===== src/hdl/pti_pkg.sv =====
// ----------------------------------------------------------------------------
// pti_pkg: shared types and constants of the padded trace interpolator
// Holds the sequencer state type and the default sizes of the block.
// ----------------------------------------------------------------------------
package pti_pkg;

    localparam int          MAX_PAD_RUN_DEF = 63;
    localparam int          SAMPLE_BITS_DEF = 16;
    localparam int          NUM_CH          = 4;
    localparam int          CH_W            = 2;
    localparam int          OUT_W           = 16;
    localparam int          SYM_W           = 8;
    localparam logic [7:0]  PAD_SYMBOL_RST  = 8'd42;

    typedef enum logic [2:0] {
        S_IDLE,
        S_LOAD,
        S_DIV,
        S_EMIT,
        S_COPY
    } t_state;

endpackage


===== src/hdl/padded_trace_interpolator.sv =====
// ----------------------------------------------------------------------------
// padded_trace_interpolator: linear gap fill of pad runs in a four-channel trace
// Pads are held and later replaced by interpolated samples through one shared
// restoring divider and a per-result remainder stepper.
// ----------------------------------------------------------------------------
// Usage: one input beat carries an envelope symbol, four channel samples and
// an endpoint flag (valid/ready). Result beats leave through one output
// register (valid/ready). The pad symbol is set through a small write channel
// that is always ready; write it only while the block is idle.
// Steps per input beat, with n held pads:
//   held pad: no result
//   pad before the first sample: one all-zero result
//   sample with no held pads: the copy, unless the beat is an endpoint
//   sample releasing n pads: a pass through the shared divider (one channel
//   at a time, one quotient bit a cycle), then n results at one a cycle
//   while the receiver is ready, then the copy unless the beat is an endpoint.
// The input is ready only when the sequencer is idle. When the receiver
// stalls, the output register holds its beat and the sequencer waits.
// Reset clears the held sample, the pad count, the sticky overflow flag and
// sets the pad symbol to 42.
// ----------------------------------------------------------------------------
module padded_trace_interpolator #(
    parameter int MAX_PAD_RUN = pti_pkg::MAX_PAD_RUN_DEF,
    parameter int SAMPLE_BITS = pti_pkg::SAMPLE_BITS_DEF
) (
    input  logic                       i_clk,
    input  logic                       i_rst_n,
    // configuration
    input  logic                       i_cfg_valid,
    output logic                       o_cfg_ready,
    input  logic [pti_pkg::SYM_W-1:0]  i_cfg_data,
    // input beats
    input  logic                       i_in_valid,
    output logic                       o_in_ready,
    input  logic [pti_pkg::SYM_W-1:0]  i_envelope_symbol,
    input  logic [15:0]                i_sample_a,
    input  logic [15:0]                i_sample_c,
    input  logic [15:0]                i_sample_g,
    input  logic [15:0]                i_sample_t,
    input  logic                       i_endpoint_only,
    // result beats
    output logic                       o_out_valid,
    input  logic                       i_out_ready,
    output logic [pti_pkg::OUT_W-1:0]  o_out_a,
    output logic [pti_pkg::OUT_W-1:0]  o_out_c,
    output logic [pti_pkg::OUT_W-1:0]  o_out_g,
    output logic [pti_pkg::OUT_W-1:0]  o_out_t,
    output logic                       o_last_of_run,
    output logic                       o_run_overflow
);

    localparam int PAD_W = $clog2(MAX_PAD_RUN + 1);
    localparam int D_W   = PAD_W + 1;
    localparam int Q_W   = SAMPLE_BITS + 1;
    localparam int BIT_W = $clog2(SAMPLE_BITS);
    localparam int NCH   = pti_pkg::NUM_CH;
    localparam int OW    = pti_pkg::OUT_W;

    pti_pkg::t_state r_state, n_state;

    logic [pti_pkg::SYM_W-1:0]     r_pad;
    logic [SAMPLE_BITS-1:0]        r_prev  [NCH];
    logic [SAMPLE_BITS-1:0]        r_cur   [NCH];
    logic signed [Q_W-1:0]         r_qd    [NCH];
    logic [PAD_W-1:0]              r_rd    [NCH];
    logic signed [Q_W-1:0]         r_acc_q [NCH];
    logic [PAD_W-1:0]              r_acc_r [NCH];
    logic [PAD_W-1:0]              r_pend;
    logic                          r_seen;
    logic                          r_ovf;
    logic                          r_endp;
    logic                          r_zero;
    logic [pti_pkg::CH_W-1:0]      r_ch;
    logic [BIT_W-1:0]              r_bit;
    logic [PAD_W-1:0]              r_x;
    logic [SAMPLE_BITS-1:0]        r_dq;
    logic [PAD_W-1:0]              r_rem;
    logic                          r_neg;

    logic                          r_out_valid;
    logic [OW-1:0]                 r_out_v [NCH];
    logic                          r_out_last;
    logic                          r_out_ovf;

    logic                          w_in_acc;
    logic                          w_is_pad;
    logic                          w_out_free;
    logic                          w_out_load;
    logic                          w_last;
    logic                          w_bit_last;
    logic                          w_x_last;
    logic [D_W-1:0]                w_div;
    logic [SAMPLE_BITS-1:0]        w_smp  [NCH];
    logic signed [Q_W-1:0]         w_diff;
    logic [D_W-1:0]                w_trial;
    logic                          w_ge;
    logic [PAD_W-1:0]              w_rem_nx;
    logic [SAMPLE_BITS-1:0]        w_quo_nx;
    logic [D_W-1:0]                w_sum_r [NCH];
    logic                          w_carry [NCH];
    logic [PAD_W-1:0]              w_acc_r_nx [NCH];
    logic signed [Q_W-1:0]         w_acc_q_nx [NCH];
    logic signed [Q_W-1:0]         w_interp   [NCH];
    logic [OW-1:0]                 w_val      [NCH];

    assign o_cfg_ready = 1'b1;

    assign w_smp[0] = i_sample_a[SAMPLE_BITS-1:0];
    assign w_smp[1] = i_sample_c[SAMPLE_BITS-1:0];
    assign w_smp[2] = i_sample_g[SAMPLE_BITS-1:0];
    assign w_smp[3] = i_sample_t[SAMPLE_BITS-1:0];

    assign w_in_acc   = i_in_valid && o_in_ready;
    assign w_is_pad   = (i_envelope_symbol == r_pad);
    assign w_out_free = !r_out_valid || i_out_ready;
    assign w_bit_last = (r_bit == BIT_W'(SAMPLE_BITS - 1));
    assign w_x_last   = (r_x == r_pend);
    assign w_div      = {1'b0, r_pend} + D_W'(1);

    // shared divider: one quotient bit a cycle on the magnitude of the step
    assign w_diff   = $signed({1'b0, r_cur[r_ch]}) - $signed({1'b0, r_prev[r_ch]});
    assign w_trial  = {r_rem, r_dq[SAMPLE_BITS-1]};
    assign w_ge     = (w_trial >= w_div);
    assign w_rem_nx = w_ge ? PAD_W'(w_trial - w_div) : PAD_W'(w_trial);
    assign w_quo_nx = {r_dq[SAMPLE_BITS-2:0], w_ge};

    // remainder stepper, all channels side by side
    always_comb begin
        for (int i = 0; i < NCH; i++) begin
            w_sum_r[i] = {1'b0, r_acc_r[i]} + {1'b0, r_rd[i]};
            w_carry[i] = (w_sum_r[i] >= w_div);
            w_acc_r_nx[i] = w_carry[i] ? PAD_W'(w_sum_r[i] - w_div) : PAD_W'(w_sum_r[i]);
            w_acc_q_nx[i] = r_acc_q[i] + r_qd[i] + (w_carry[i] ? Q_W'(1) : Q_W'(0));
            w_interp[i]   = $signed({1'b0, r_prev[i]}) + w_acc_q_nx[i];
        end
    end

    // next state
    always_comb begin
        n_state = r_state;
        case (r_state)
            pti_pkg::S_IDLE: begin
                if (w_in_acc) begin
                    if (w_is_pad) begin
                        if (!r_seen) n_state = pti_pkg::S_COPY;
                    end else if (r_seen && r_pend != '0) begin
                        n_state = pti_pkg::S_LOAD;
                    end else if (!i_endpoint_only) begin
                        n_state = pti_pkg::S_COPY;
                    end
                end
            end
            pti_pkg::S_LOAD: n_state = pti_pkg::S_DIV;
            pti_pkg::S_DIV: begin
                if (w_bit_last) begin
                    n_state = (r_ch == pti_pkg::CH_W'(NCH - 1)) ? pti_pkg::S_EMIT
                                                                : pti_pkg::S_LOAD;
                end
            end
            pti_pkg::S_EMIT: begin
                if (w_out_free && w_x_last) begin
                    n_state = r_endp ? pti_pkg::S_IDLE : pti_pkg::S_COPY;
                end
            end
            pti_pkg::S_COPY: begin
                if (w_out_free) n_state = pti_pkg::S_IDLE;
            end
            default: n_state = pti_pkg::S_IDLE;
        endcase
    end

    // sequencer outputs
    always_comb begin
        o_in_ready = 1'b0;
        w_out_load = 1'b0;
        w_last     = 1'b0;
        for (int i = 0; i < NCH; i++) begin
            w_val[i] = '0;
        end
        case (r_state)
            pti_pkg::S_IDLE: o_in_ready = 1'b1;
            pti_pkg::S_EMIT: begin
                w_out_load = w_out_free;
                w_last     = w_x_last && r_endp;
                for (int i = 0; i < NCH; i++) begin
                    w_val[i] = OW'(w_interp[i][SAMPLE_BITS-1:0]);
                end
            end
            pti_pkg::S_COPY: begin
                w_out_load = w_out_free;
                w_last     = 1'b1;
                for (int i = 0; i < NCH; i++) begin
                    w_val[i] = r_zero ? '0 : OW'(r_cur[i]);
                end
            end
            default: begin
                o_in_ready = 1'b0;
            end
        endcase
    end

    always_ff @(posedge i_clk) begin
        if (!i_rst_n) begin
            r_state     <= pti_pkg::S_IDLE;
            r_pad       <= pti_pkg::PAD_SYMBOL_RST;
            r_pend      <= '0;
            r_seen      <= 1'b0;
            r_ovf       <= 1'b0;
            r_out_valid <= 1'b0;
            r_ch        <= '0;
            r_bit       <= '0;
            r_x         <= '0;
            for (int i = 0; i < NCH; i++) begin
                r_prev[i] <= '0;
            end
        end else begin
            r_state <= n_state;
            if (i_cfg_valid && o_cfg_ready) r_pad <= i_cfg_data;

            if (w_out_load)       r_out_valid <= 1'b1;
            else if (i_out_ready) r_out_valid <= 1'b0;

            case (r_state)
                pti_pkg::S_IDLE: begin
                    r_ch <= '0;
                    r_x  <= PAD_W'(1);
                    if (w_in_acc) begin
                        r_endp <= i_endpoint_only;
                        r_zero <= w_is_pad;
                        for (int i = 0; i < NCH; i++) begin
                            r_cur[i] <= w_smp[i];
                        end
                        if (w_is_pad) begin
                            if (r_seen) begin
                                if (r_pend == PAD_W'(MAX_PAD_RUN)) r_ovf <= 1'b1;
                                else                               r_pend <= r_pend + PAD_W'(1);
                            end
                        end else if (i_endpoint_only && !(r_seen && r_pend != '0)) begin
                            // trace ends with nothing to release
                            r_pend <= '0;
                            r_seen <= 1'b0;
                            for (int i = 0; i < NCH; i++) begin
                                r_prev[i] <= '0;
                            end
                        end
                    end
                end
                pti_pkg::S_LOAD: begin
                    r_neg <= w_diff[Q_W-1];
                    r_dq  <= w_diff[Q_W-1] ? SAMPLE_BITS'(-w_diff) : SAMPLE_BITS'(w_diff);
                    r_rem <= '0;
                    r_bit <= '0;
                end
                pti_pkg::S_DIV: begin
                    r_dq  <= w_quo_nx;
                    r_rem <= w_rem_nx;
                    r_bit <= r_bit + BIT_W'(1);
                    if (w_bit_last) begin
                        // floor toward minus infinity for a falling step
                        if (r_neg && w_rem_nx != '0) begin
                            r_qd[r_ch] <= -$signed({1'b0, w_quo_nx}) - Q_W'(1);
                            r_rd[r_ch] <= PAD_W'(w_div - {1'b0, w_rem_nx});
                        end else if (r_neg) begin
                            r_qd[r_ch] <= -$signed({1'b0, w_quo_nx});
                            r_rd[r_ch] <= '0;
                        end else begin
                            r_qd[r_ch] <= $signed({1'b0, w_quo_nx});
                            r_rd[r_ch] <= w_rem_nx;
                        end
                        r_acc_q[r_ch] <= '0;
                        r_acc_r[r_ch] <= '0;
                        r_ch <= r_ch + pti_pkg::CH_W'(1);
                    end
                end
                pti_pkg::S_EMIT: begin
                    if (w_out_free) begin
                        for (int i = 0; i < NCH; i++) begin
                            r_acc_q[i] <= w_acc_q_nx[i];
                            r_acc_r[i] <= w_acc_r_nx[i];
                        end
                        r_x <= r_x + PAD_W'(1);
                        if (w_x_last && r_endp) begin
                            r_pend <= '0;
                            r_seen <= 1'b0;
                            for (int i = 0; i < NCH; i++) begin
                                r_prev[i] <= '0;
                            end
                        end
                    end
                end
                pti_pkg::S_COPY: begin
                    if (w_out_free && !r_zero) begin
                        r_pend <= '0;
                        r_seen <= 1'b1;
                        for (int i = 0; i < NCH; i++) begin
                            r_prev[i] <= r_cur[i];
                        end
                    end
                end
                default: begin
                    r_ch <= '0;
                end
            endcase
        end
    end

    // output register payload
    always_ff @(posedge i_clk) begin
        if (w_out_load) begin
            for (int i = 0; i < NCH; i++) begin
                r_out_v[i] <= w_val[i];
            end
            r_out_last <= w_last;
            r_out_ovf  <= r_ovf;
        end
    end

    assign o_out_valid    = r_out_valid;
    assign o_out_a        = r_out_v[0];
    assign o_out_c        = r_out_v[1];
    assign o_out_g        = r_out_v[2];
    assign o_out_t        = r_out_v[3];
    assign o_last_of_run  = r_out_last;
    assign o_run_overflow = r_out_ovf;

    // pad count stays within the run limit
    a_pend_limit: assert property (@(posedge i_clk) disable iff (!i_rst_n)
        r_pend <= PAD_W'(MAX_PAD_RUN))
        else $error("pad count beyond run limit");

    // no pads are held outside a trace
    a_pend_seen: assert property (@(posedge i_clk) disable iff (!i_rst_n)
        !r_seen |-> r_pend == '0)
        else $error("pads held before any sample");

    // overflow flag is sticky until reset
    a_ovf_sticky: assert property (@(posedge i_clk) disable iff (!i_rst_n)
        r_ovf |=> r_ovf)
        else $error("overflow flag cleared");

    // channel 0 stepper remainder stays below the divisor while results are released
    a_rem_range: assert property (@(posedge i_clk) disable iff (!i_rst_n)
        r_state == pti_pkg::S_EMIT |-> ({1'b0, r_acc_r[0]} < w_div)
                                    && ({1'b0, r_rd[0]} < w_div))
        else $error("interpolation remainder out of range");

endmodule


===== config.mk =====
export PLATFORM = sky130hd
export DESIGN_NAME = padded_trace_interpolator
export DESIGN_NICKNAME = d
export VERILOG_FILES = /design/src/hdl/pti_pkg.sv /design/src/hdl/padded_trace_interpolator.sv
export SDC_FILE = /design/constraint.sdc
export NUM_CORES = 1
export LEC_CHECK = 0
export ABC_AREA = 1
export ABC_CLOCK_PERIOD_IN_PS = 6750
export BUFFER_PORTS_ARGS = -buffer_cell sky130_fd_sc_hd__buf_2
export CORE_ASPECT_RATIO = 1.25
export CORE_MARGIN = 2
export CORE_UTILIZATION = 54
export CTS_CLUSTER_SIZE = 12
export DETAILED_ROUTE_END_ITERATION = 10
export GPL_TIMING_DRIVEN = 0
export PLACE_DENSITY = 0.79
export SYNTH_ARGS = -nofsm -noshare
export SYNTH_HDL_FRONTEND = slang
export SYNTH_SLANG_ARGS = --single-unit

===== constraint.sdc =====
create_clock -name i_clk -period 6.75 [get_ports i_clk]
set_input_delay 1.35 -clock i_clk [delete_from_list [all_inputs] [get_ports i_clk]]
set_output_delay 1.35 -clock i_clk [all_outputs]
set_load 0.05 [all_outputs]

==> flow_summary.toml <==
[routing]
vias_per_cell = 5.78
avgRoutedWirePerCell_um = 20.7
dr_wl_met3_mm = 6.30
ant_nets = 0
routed_wl_mm = 81.3
m1WireLength_mm = 31.3
top_layer_used = "met4"
wl_met2_mm = 38.0
drc_errors = 0
first_iter_violations = 2188
vias = 22751
firstDrtPassIters = 6

[final_layout]
final_area_um2 = 30300
fin_nets = 3570
mostFrequentLayoutCell = "nand2_1"
area_growth_pct = 12.7
antennaDiodeCount = 0
drive_gt1_share_pct = 9.72
final_cell_mix = "nand2_1, inv_1, edfxtp_1"
fin_util_pct = 61.6

[global_route]
grt_pass1_vias = 21481
grt_pass1_wl_mm = 122
grt_max_degree = 37
overflow = 0
antenna_found_initial = 0
grtUsageTotal_pct = 31.4

[clock_tree]
clk-insertion-delay-late_ns = 0.60
cts_tree = "yes"
path_clk_slew_ns = 0.06
cts_root_buf = "clkbuf_16"
cts_sinks = 429
cts_buffer_depth = 3
htreeDepth = 2
cts-buffers-inserted = 45

[yosys]
yosysTopAreaCell = "edfxtp_1"
synth_edf_count = 395
synth_fp_nets = 3351
synthesis.area_um2 = 26900
synth_top_cells_by_area = "edfxtp_1, ha_1, nand2_1"
synthFlopType = "edfxtp_1"
syn_inst = 3032
ys_ff_latch = 429
synth_seq_area_share_pct = 46.6
ys_types = 57
netlist.area_leader.share_pct = 44.1
synthArstFlopShare_pct = 0
synth_warnings = 0
syn_area_per_cell_um2 = 8.88

[sta]
period_needed_ns = 6.56
finalSetupTns_ns = 0
hold-worst-slack_ns = 0.449
finalSetupViolCount = 0
slew_viol_final = 0
hold_viol_final = 0
worst_pin_slew_ns = 1.19
skew_ns = 0.0372
max_freq_mhz = 153
fin_crit_sh_pct = 97.1
rsz0062_at_grt = "true"
slew_headroom_pct = 19.7

[power_and_ir_drop]
p_per_area_nw_per_um2 = 426
p_leak_nw = 13.4
peakVddDrop_uv = 349

[setup_path]
criticalPathCategory = "reg -> reg"
critPathArrivalTime_ns = 6.87
crit_path_max_incr_delay_ns = 0.84
endpoint_kind = "register"
cp_common_cell = "inv_1"
crit_fanout = 7
slowest_stage = "xor2_1"
startpoint_type = "register"
required_ns = 7.06

[floorplanning]
ios = 155
start_util_pct = 54.6
fp.dieW_um = 204
die_area_um2 = 51700
core-area_um2 = 49300
rows = 91
dieHeight_um = 254

[place]
dp_hpwl_mm = 63.5
gp_congestion = 1.02
io_buffer_count = 151
detailed_place.area_um2 = 28900

[min_path]
min_path_type = "reg -> reg"

[outcome]
status = "completed"

[run]
cap_violations = 0
[cell type report]
type,count,area (um^2)
inverters,449,1690
repair buffers,172,1080
fillers,4123,19000
clock buffers,64,1250
clock inverters,14,119
flip-flops and latches,429,12500
plain buffers,70,298
well taps,651,815
multi-input cells,2084,12600
[per-layer routing]
metal	track usage (%)	vias up
met1	39.6	10625
li1	-	10752
met2	51.6	1120
met3	4.09	254
met4	19.3	0
met5	0	-
[cells by family (layout without fill, tap and decap cells)]
group                    count (synthesis)  in the layout  synth area share, %
AND/OR/NAND/NOR                       1096           1096                 17.3
AO/OA/AOI/OAI                          620            620                 12.9
buffers and inverters                  519            769                 7.37
flip-flops                             429            429                 46.6
adder cells (fa/ha/maj)                233            233                 11.5
XOR/XNOR                               134            134                 4.39
other                                    1              1               0.0139
[per-stage QoR]
step / total power, mW / worst slack, ns / instances
after global routing: 13.7 / -0.0663 / 3933
after global placement: 10.2 / 0.00539 / 3834
final: 12.9 / 0.194 / 3933
after detailed placement: 10.3 / -0.106 / 3849
after CTS: 12.7 / 0.104 / 3927
after floorplan: 8.45 / 1.34 / 3032
[worst paths after layout]
check,startpoint,end,slack (ns),cells after the start
setup reg to reg,r_pend[0],r_out_v[1][14],0.19,28
hold reg to reg,r_ovf,o_run_overflow,0.45,0
setup / recovery,r_pend[0],r_out_v[1][14],0.19,28
hold / removal,r_ovf,o_run_overflow,0.45,0
[registers in the layout (all words and copies together) (netlist names), named ones only]
name	count
r_rem	6
r_zero	1
r_dq	16
r_x	6
o_run_overflow	1
o_out_valid	1
r_seen	1
r_rd	24
r_state	3
r_ch	2
r_pend	6
o_last_of_run	1
r_neg	1
r_prev	64
r_cur	64
r_pad	8
r_acc_r	24
r_bit	4
r_ovf	1
r_qd	64
r_acc_q	64
r_endp	1
r_out_v	64
[critical path, delay by kind of cell (launching register included)]
kind            cells  cell delay, ns
simple gates        8            0.92
buf+inv             5            0.51
fa+ha+maj           4            1.61
xor+xnor            2            1.11
flops               1            0.49
compound gates      9            1.66
[power breakdown]
group,total [mW],leakage [nW],switching [mW],internal [mW]
sequential,3.91,4.03,0.264,3.65
clock,2.38,0.667,1.05,1.33
combinational,6.63,8.69,4.60,2.03
[synth_stat cells (all sizes together) (35+ instances only)]
cell / n
nand2: 531
inv: 446
edfxtp: 395
nor2: 340
a21oi: 265
ha: 210
o21ai: 208
nand3: 140
xor2: 99
clkbuf: 54
o22ai: 40
xnor2: 35
[timing repair]
action / 4_1_cts / 5_1_grt
hold buffers: 0 / 0
pin swaps: 0 / 1
resized for setup: 2 / 19
buffers inserted: 0 / 6
setup endpoints to repair: 3 / 14
Note: power is estimated with default switching activity, not from simulation.
